--- src/rtl/modexp_pkg.sv ---
// Shared constants for the modular exponentiation block.
`default_nettype none

package modexp_pkg;

   // Base field width, fixed by the stream format.
   localparam int BASE_WIDTH = 63;

   // Bit counter of the serial multiplier; it holds up to BASE_WIDTH.
   localparam int CNT_WIDTH = $clog2(BASE_WIDTH + 1);

   // Modulus after reset.
   localparam logic [31:0] MODULUS_RESET = 32'd1000000007;

endpackage : modexp_pkg

`default_nettype wire

--- src/rtl/modexp_mulmod.sv ---
// Bit-serial interleaved modular multiplier: a * b mod m, one multiplier bit at a time, each as a double then an add.
`default_nettype none

module modexp_mulmod #(
   parameter int MOD_WIDTH = 32
) (
   input  logic                                 clock,
   input  logic                                 reset,
   input  logic                                 start,
   input  logic [MOD_WIDTH-1:0]                 mcand,
   input  logic [modexp_pkg::BASE_WIDTH-1:0]    mplier,   // scanned from the top bit
   input  logic [modexp_pkg::CNT_WIDTH-1:0]     nbits,
   input  logic [MOD_WIDTH-1:0]                 modulus,
   output logic                                 busy,
   output logic                                 done,
   output logic [MOD_WIDTH-1:0]                 product
);
   import modexp_pkg::*;

   logic [MOD_WIDTH-1:0]  r_ff, r_in;
   logic [MOD_WIDTH-1:0]  a_ff;
   logic [MOD_WIDTH-1:0]  m_ff;
   logic [BASE_WIDTH-1:0] sh_ff;
   logic [CNT_WIDTH-1:0]  cnt_ff;
   logic                  phase_ff;
   logic                  busy_ff;
   logic                  done_ff;

   logic [MOD_WIDTH:0]    pre;
   logic [MOD_WIDTH:0]    diff;

   // phase 0 doubles, phase 1 adds the multiplicand when the current bit is set
   always_comb begin
      if (!phase_ff) begin
         pre = {r_ff, 1'b0};
      end else begin
         pre = {1'b0, r_ff} + (sh_ff[BASE_WIDTH-1] ? {1'b0, a_ff} : '0);
      end
      diff = pre - {1'b0, m_ff};
      // pre < 2m, so one conditional subtract reduces it
      if (pre >= {1'b0, m_ff}) begin
         r_in = diff[MOD_WIDTH-1:0];
      end else begin
         r_in = pre[MOD_WIDTH-1:0];
      end
   end

   always_ff @(posedge clock) begin
      if (reset) begin
         busy_ff  <= 1'b0;
         done_ff  <= 1'b0;
         phase_ff <= 1'b0;
      end else begin
         done_ff <= 1'b0;
         if (start) begin
            busy_ff  <= 1'b1;
            phase_ff <= 1'b0;
            r_ff     <= '0;
            a_ff     <= mcand;
            m_ff     <= modulus;
            sh_ff    <= mplier;
            cnt_ff   <= nbits;
         end else if (busy_ff) begin
            r_ff     <= r_in;
            phase_ff <= ~phase_ff;
            if (phase_ff) begin
               sh_ff  <= {sh_ff[BASE_WIDTH-2:0], 1'b0};
               cnt_ff <= cnt_ff - 1'b1;
               if (cnt_ff == CNT_WIDTH'(1)) begin
                  busy_ff <= 1'b0;
                  done_ff <= 1'b1;
               end
            end
         end
      end
   end

   assign busy    = busy_ff;
   assign done    = done_ff;
   assign product = r_ff;

   a_done_idle: assert property (@(posedge clock) disable iff (reset)
      done_ff |-> !busy_ff)
      else $error("mulmod: done while busy");

   a_done_reduced: assert property (@(posedge clock) disable iff (reset)
      done_ff |-> (m_ff == '0) || (r_ff < m_ff))
      else $error("mulmod: product not reduced");

   a_start_busy: assert property (@(posedge clock) disable iff (reset)
      (start && nbits != '0) |=> busy_ff)
      else $error("mulmod: start did not launch");

   a_done_pulse: assert property (@(posedge clock) disable iff (reset)
      done_ff |=> !done_ff)
      else $error("mulmod: done longer than one cycle");

endmodule : modexp_mulmod

`default_nettype wire

--- src/rtl/modular_exponentiation.sv ---
// Top level of the modular exponentiation block: sequencer, operand registers, result register.
//
//  channel  dir  handshake              beat contents (low bits first)
//  req      in   req_tvalid/req_tready  base[62:0], exponent[EXP_WIDTH-1:0], zero pad
//  rsp      out  rsp_tvalid/rsp_tready  residue[MOD_WIDTH-1:0], zero pad
//  csr      in   csr_wr_en              modulus[MOD_WIDTH-1:0], no read-back
//
// Flow: one item at a time. Base reduction scans all 63 base bits, then every
//   exponent bit up to the top set bit costs one multiply when set and every bit
//   below the top set bit one squaring, all on the single bit-serial multiplier.
// Reset: synchronous; modulus returns to 1000000007, no item in flight.
// Stalls: req is taken whenever the sequencer is idle, even with a result
//   still waiting on rsp; a finished result waits for the output register.
`default_nettype none

module modular_exponentiation #(
   parameter int MOD_WIDTH = 32,
   parameter int EXP_WIDTH = 63
) (
   input  logic clock,
   input  logic reset,
   // fields low to high: base[62:0], exponent, zero pad
   input  logic [((modexp_pkg::BASE_WIDTH + EXP_WIDTH + 7) / 8) * 8 - 1:0] req_tdata,
   input  logic                                   req_tvalid,
   output logic                                   req_tready,
   // fields low to high: residue, zero pad
   output logic [((MOD_WIDTH + 7) / 8) * 8 - 1:0] rsp_tdata,
   output logic                                   rsp_tvalid,
   input  logic                                   rsp_tready,
   input  logic                                   csr_wr_en,
   input  logic [MOD_WIDTH-1:0]                   csr_wr_data
);
   import modexp_pkg::*;

   localparam int RSP_WIDTH = ((MOD_WIDTH + 7) / 8) * 8;

   typedef enum logic [2:0] {
      ST_IDLE,
      ST_REDUCE,
      ST_CHECK,
      ST_MULACC,
      ST_SQUARE,
      ST_FINISH
   } state_type;

   state_type              state_ff;
   logic [MOD_WIDTH-1:0]   modulus_ff;
   logic [EXP_WIDTH-1:0]   exp_ff;
   logic [MOD_WIDTH-1:0]   acc_ff;
   logic [MOD_WIDTH-1:0]   sq_ff;
   logic                   mm_start_ff;
   logic [MOD_WIDTH-1:0]   op_a_ff;
   logic [BASE_WIDTH-1:0]  op_b_ff;
   logic [CNT_WIDTH-1:0]   nbits_ff;
   logic                   rsp_valid_ff;
   logic [MOD_WIDTH-1:0]   residue_ff;

   logic                   mm_busy;
   logic                   mm_done;
   logic [MOD_WIDTH-1:0]   mm_product;
   logic                   req_beat;
   logic                   rsp_free;

   assign req_tready = (state_ff == ST_IDLE);
   assign req_beat   = req_tvalid && req_tready;
   // output register can take a new result this cycle
   assign rsp_free   = !rsp_valid_ff || rsp_tready;

   // modulus register; the user must write it only between items, the block does not enforce it
   always_ff @(posedge clock) begin
      if (reset) begin
         modulus_ff <= MODULUS_RESET[MOD_WIDTH-1:0];
      end else if (csr_wr_en) begin
         modulus_ff <= csr_wr_data;
      end
   end

   // sequencer: reduce base, then right-to-left square-and-multiply
   always_ff @(posedge clock) begin
      if (reset) begin
         state_ff     <= ST_IDLE;
         mm_start_ff  <= 1'b0;
         rsp_valid_ff <= 1'b0;
      end else begin
         mm_start_ff <= 1'b0;
         if (rsp_valid_ff && rsp_tready) begin
            rsp_valid_ff <= 1'b0;
         end
         unique case (state_ff)
            ST_IDLE: begin
               if (req_beat) begin
                  exp_ff      <= req_tdata[BASE_WIDTH +: EXP_WIDTH];
                  // base mod m as 1 * base, scanning all base bits
                  op_a_ff     <= MOD_WIDTH'(1);
                  op_b_ff     <= req_tdata[BASE_WIDTH-1:0];
                  nbits_ff    <= CNT_WIDTH'(BASE_WIDTH);
                  mm_start_ff <= 1'b1;
                  state_ff    <= ST_REDUCE;
               end
            end
            ST_REDUCE: begin
               if (mm_done) begin
                  sq_ff    <= mm_product;
                  // 1 mod m: zero when the modulus is zero or one
                  acc_ff   <= (modulus_ff > MOD_WIDTH'(1)) ? MOD_WIDTH'(1) : '0;
                  state_ff <= ST_CHECK;
               end
            end
            ST_CHECK: begin
               op_b_ff  <= {sq_ff, {(BASE_WIDTH - MOD_WIDTH){1'b0}}};
               nbits_ff <= CNT_WIDTH'(MOD_WIDTH);
               if (exp_ff == '0) begin
                  state_ff <= ST_FINISH;
               end else if (exp_ff[0]) begin
                  op_a_ff     <= acc_ff;
                  mm_start_ff <= 1'b1;
                  state_ff    <= ST_MULACC;
               end else begin
                  op_a_ff     <= sq_ff;
                  mm_start_ff <= 1'b1;
                  state_ff    <= ST_SQUARE;
               end
            end
            ST_MULACC: begin
               if (mm_done) begin
                  acc_ff <= mm_product;
                  // last set bit: the trailing square is never used
                  if ((exp_ff >> 1) == '0) begin
                     state_ff <= ST_FINISH;
                  end else begin
                     op_a_ff     <= sq_ff;
                     mm_start_ff <= 1'b1;
                     state_ff    <= ST_SQUARE;
                  end
               end
            end
            ST_SQUARE: begin
               if (mm_done) begin
                  sq_ff    <= mm_product;
                  exp_ff   <= exp_ff >> 1;
                  state_ff <= ST_CHECK;
               end
            end
            ST_FINISH: begin
               if (rsp_free) begin
                  // modulus zero has no reduction: residue forced to zero
                  residue_ff   <= (modulus_ff == '0) ? '0 : acc_ff;
                  rsp_valid_ff <= 1'b1;
                  state_ff     <= ST_IDLE;
               end
            end
            default: begin
               state_ff <= ST_IDLE;
            end
         endcase
      end
   end

   modexp_mulmod #(
      .MOD_WIDTH (MOD_WIDTH)
   ) u_mulmod (
      .clock   (clock),
      .reset   (reset),
      .start   (mm_start_ff),
      .mcand   (op_a_ff),
      .mplier  (op_b_ff),
      .nbits   (nbits_ff),
      .modulus (modulus_ff),
      .busy    (mm_busy),
      .done    (mm_done),
      .product (mm_product)
   );

   assign rsp_tvalid = rsp_valid_ff;
   assign rsp_tdata  = RSP_WIDTH'(residue_ff);

   a_idle_no_mul: assert property (@(posedge clock) disable iff (reset)
      (state_ff == ST_IDLE) |-> !mm_busy)
      else $error("modexp: multiplier busy while idle");

   a_start_from_idle: assert property (@(posedge clock) disable iff (reset)
      mm_start_ff |-> !mm_busy)
      else $error("modexp: multiplier restarted while busy");

   a_result_reduced: assert property (@(posedge clock) disable iff (reset)
      $rose(rsp_valid_ff) |-> (modulus_ff == '0) || (residue_ff < modulus_ff))
      else $error("modexp: residue not below modulus");

endmodule : modular_exponentiation

`default_nettype wire
--- config.mk ---
export PLATFORM = sky130hd
export DESIGN_NAME = modular_exponentiation
export DESIGN_NICKNAME = d
export VERILOG_FILES = /design/src/rtl/modexp_pkg.sv /design/src/rtl/modexp_mulmod.sv /design/src/rtl/modular_exponentiation.sv
export SDC_FILE = /design/constraint.sdc
export NUM_CORES = 1
export LEC_CHECK = 0
export ABC_AREA = 1
export BUFFER_PORTS_ARGS = -buffer_cell sky130_fd_sc_hd__buf_2
export CAP_MARGIN = 20
export CORE_UTILIZATION = 55
export CTS_CLUSTER_SIZE = 12
export DETAILED_ROUTE_END_ITERATION = 12
export GPL_TIMING_DRIVEN = 0
export PLACE_DENSITY = 0.83
export SYNTH_ARGS = -nofsm -noshare
export SYNTH_HDL_FRONTEND = slang
export SYNTH_SLANG_ARGS = --single-unit
--- constraint.sdc ---
create_clock -name clock -period 12 [get_ports clock]
set_input_delay 0.6 -clock clock [delete_from_list [all_inputs] [get_ports clock]]
set_output_delay 0.6 -clock clock [all_outputs]
set_load 0.01 [all_outputs]
==> impl_metrics.yaml <==
worst_setup_path:
  critPathBufInv: 5
  required_ps: 12330
  critPathMaxFanout: 10
  critPathKind: "reg -> reg"
  r2r_slack_ps: 7030
  reg2reg_from: "u_mulmod.sh_ff[62]$_DFFE_PP_"
  start_kind: "flip-flop"
  cp_top_family: "simple AND/OR/NAND/NOR gates"
  crit_path_end_kind: "flip-flop"
  reg2reg_depth: 26
  r2r_end: "u_mulmod.product[0]$_SDFFCE_PP0P_"
  crit_top_cell: "nand2_1"
  critPathSlowestCell: "edfxtp_1"
  cpPeakStageDelay_ps: 550
  crit_arrival_ps: 5310
layout:
  syn_to_final_growth_pct: 14.92
  final_util_pct: 63.93
  num-nets-final: 3313
  drive_gt1_share_pct: 11.19
  stdcell_count: 3697
  n_fill_cell: 3684
  reg.largest.list: "exp_ff x63, op_b_ff x63, u_mulmod.sh_ff x63"
  fin_area_um2: 27480
synthesis:
  yosysUniqueCellTypes: 42
  yosys.area.top_type_share_pct: 52.75
  syn-instance-count: 2807
  synth-seq-cells: 460
  yosysWarningCount: 0
  yosysSeqAreaShare_pct: 56.10
  syn-cell-area_um2: 23910
  yosysTopAreaCell: "edfxtp_1"
  synthTopCellsByCount: "nand2_1 (875), inv_1 (479), edfxtp_1 (420)"
  ys_top_cells_by_area: "edfxtp_1 (53%), nand2_1 (14%), inv_1 (7.5%), nor2_1 (4.5%), ha_1 (3.5%)"
  synthArstFlopShare_pct: 0
  synth.most_common_cell: "nand2_1"
  syn_area_per_cell_um2: 8.518
  ys.flop_type: "edfxtp_1"
  synth_edf_count: 420
  syn_nets: 3040
global_routing:
  grt_usage_pct: 29.33
  grt_antenna_before_repair: 1
  grt_pass1_wl_um: 100300
  grt_overflow: 0
  grt_pass1_vias: 18960
  grt_max_degree: 42
power_and_ir_drop:
  p_per_area_nw_per_um2: 229.2
  power.total_mw: 6.298
  ir_worst_vdd_v: 0.0001173
  leakagePower_nw: 12.94
worst_hold_path:
  min_to: "modulus_ff[20]$_SDFFE_PP1P_"
  worstHoldPathCells: 3
  hold_path.class: "in -> reg"
  hold_start: "csr_wr_data[20]"
cts:
  ctsLongestPathBuffers: 3
  cts_tree: "built"
  cts_resized: 0
  htree_levels: 2
  post_cts_buffers: 0
  cts_sinks: 460
  clk_pin_slew_ps: 60
  cts_buffers: 49
  cts_root_buffer: "clkbuf_16"
  hold_buffers: 0
  worstSkewPairLatency_ps: 590
timing:
  clock_skew_ps: 14.19
  fin_tns_setup_ps: 0
  slew_violations: 0
  setup_slack_ps: 7025
  setup-violations-final: 0
  clock.fmax_mhz: 201.0
  rsz0062_at_grt: "no"
  max-slew-margin-rel_pct: 30.90
  hold_viol_final: 0
  min_period_ps: 4975
  worst_slew_pin_slew_ps: 1037
  holdWs_ps: 228.9
  finalCritPeriodShare_pct: 41.46
floorplan:
  core_area_um2: 42980
  die-area_um2: 44310
  dieWidth_um: 210.5
  num_rows: 76
  die_y_um: 210.5
  start_util_pct: 55.63
  io_pins: 199
drt:
  postRouteAntennaNets: 0
  drcViolationCount: 0
  vias: 19590
  wl_um: 64220
  via_per_inst: 5.298
  dr.pass1.iters: 5
  dr.first_iter.drc_count: 1973
  wl_per_cell_um: 17.37
placement:
  placed_area_um2: 26000
  dp_hpwl_um: 49640
  port_buffers: 196
  gp_congestion: 0.9436
  pre_cts_ws_ps: 7103
  dp_cells: 3614
flow_run:
  drv_cap: 0
run_status:
  status: "completed"
## placed cells by master, fill, tap and decap left out, types with 13 or more instances in the layout
master	synthesis	routed
o22ai_1	30	30
edfxtp_1	420	420
dfxtp_1	40	40
nor2_1	287	286
clkbuf_1	66	82
xnor2_1	19	19
inv_1	479	478
o21ai_0	147	147
nor4_1	27	25
buf_2	7	203
nand2_2	13	13
nand3_1	104	104
nand4_1	35	35
nand2_1	875	875
a21oi_1	91	90
ha_1	66	66
nor3_1	17	13
clkbuf_16	0	51
## cells by family (layout without fill, tap and decap cells)
family	Yosys count	in the layout	share of synthesized area, %
compound gates	296	296	6.646
xor+xnor	28	28	1.026
fa+ha+maj	68	68	3.621
buf+inv	574	878	9.157
flops	460	460	56.10
other cells	0	1	0
simple gates	1381	1381	23.45
## layout make-up
| cell class | count | area (um^2) | area share, % |
|---|---|---|---|
| clock buffers | 72 | 1405 | 5.113 |
| flip-flops and latches | 460 | 13410 | 48.81 |
| clock inverters | 10 | 73.82 | 0.2686 |
| diodes | 1 | 2.502 | 0.009107 |
| inverters | 488 | 1832 | 6.666 |
| plain buffers | 86 | 357.8 | 1.302 |
| multi-input cells | 1773 | 8359 | 30.42 |
| repair buffers | 222 | 1304 | 4.745 |
| well taps | 585 | 732.0 | 2.664 |
## power by group
part / total [mW] / switching (mW) / internal, mW
combinational: 2.53 / 1.71 / 0.813
sequential: 2.36 / 0.170 / 2.19
clock: 1.42 / 0.608 / 0.808
total: 6.30 / 2.49 / 3.81
## how the worst max path moves through the flow
| stage | start | to | slack (ps) | cells past startpoint |
|---|---|---|---|---|
| 6_report | u_mulmod.sh_ff[62]$_DFFE_PP_ | u_mulmod.product[0]$_SDFFCE_PP0P_ | 7030 | 26 |
| 5_1_grt | u_mulmod.sh_ff[62]$_DFFE_PP_ | u_mulmod.product[8]$_SDFFCE_PP0P_ | 6670 | 27 |
| 4_1_cts | u_mulmod.sh_ff[62]$_DFFE_PP_ | u_mulmod.product[0]$_SDFFCE_PP0P_ | 7070 | 26 |
| 3_5_place_dp | u_mulmod.sh_ff[62]$_DFFE_PP_ | u_mulmod.product[0]$_SDFFCE_PP0P_ | 7100 | 26 |
| 3_3_place_gp | mm_start_ff$_SDFF_PP0_ | u_mulmod.product[28]$_SDFFCE_PP0P_ | 4460 | 6 |
| 2_1_floorplan | reset | exp_ff[0]$_DFFE_PP_ | 6310 | 2 |
## per-layer routing
layer / wire, um / GRT usage (%) / vias to the layer above / part of all wire (%)
li1: - / - / 9583 / -
met1: 27310 / 39.17 / 9108 / 43
met2: 29880 / 48.77 / 781 / 47
met3: 4722 / 4.291 / 115 / 7.4
met4: 2300 / 10.77 / 0 / 3.6
met5: 0 / 0 / - / 0
## worst reg2reg max path: stages (launching register included)
cell and delay [ps]:
edfxtp_1 550, clkbuf_1 300, nand2_1 180, inv_1 70, ha_1 240, fa_1 480, nand3_1 120, nand3_2 110
nand3_1 90, nand3_1 120, nor2_1 110, o21ai_0 80, o21ai_0 240, inv_1 110, ha_1 370, a21oi_1 210
o21ai_1 120, nor2_1 150, nand2_2 100, nand2_1 120, nand2_1 90, nand2_1 90, nand3_2 120, buf_6 180
buf_8 150, a21oi_1 150, nor2_1 60
(Power assumes the default switching activity.)
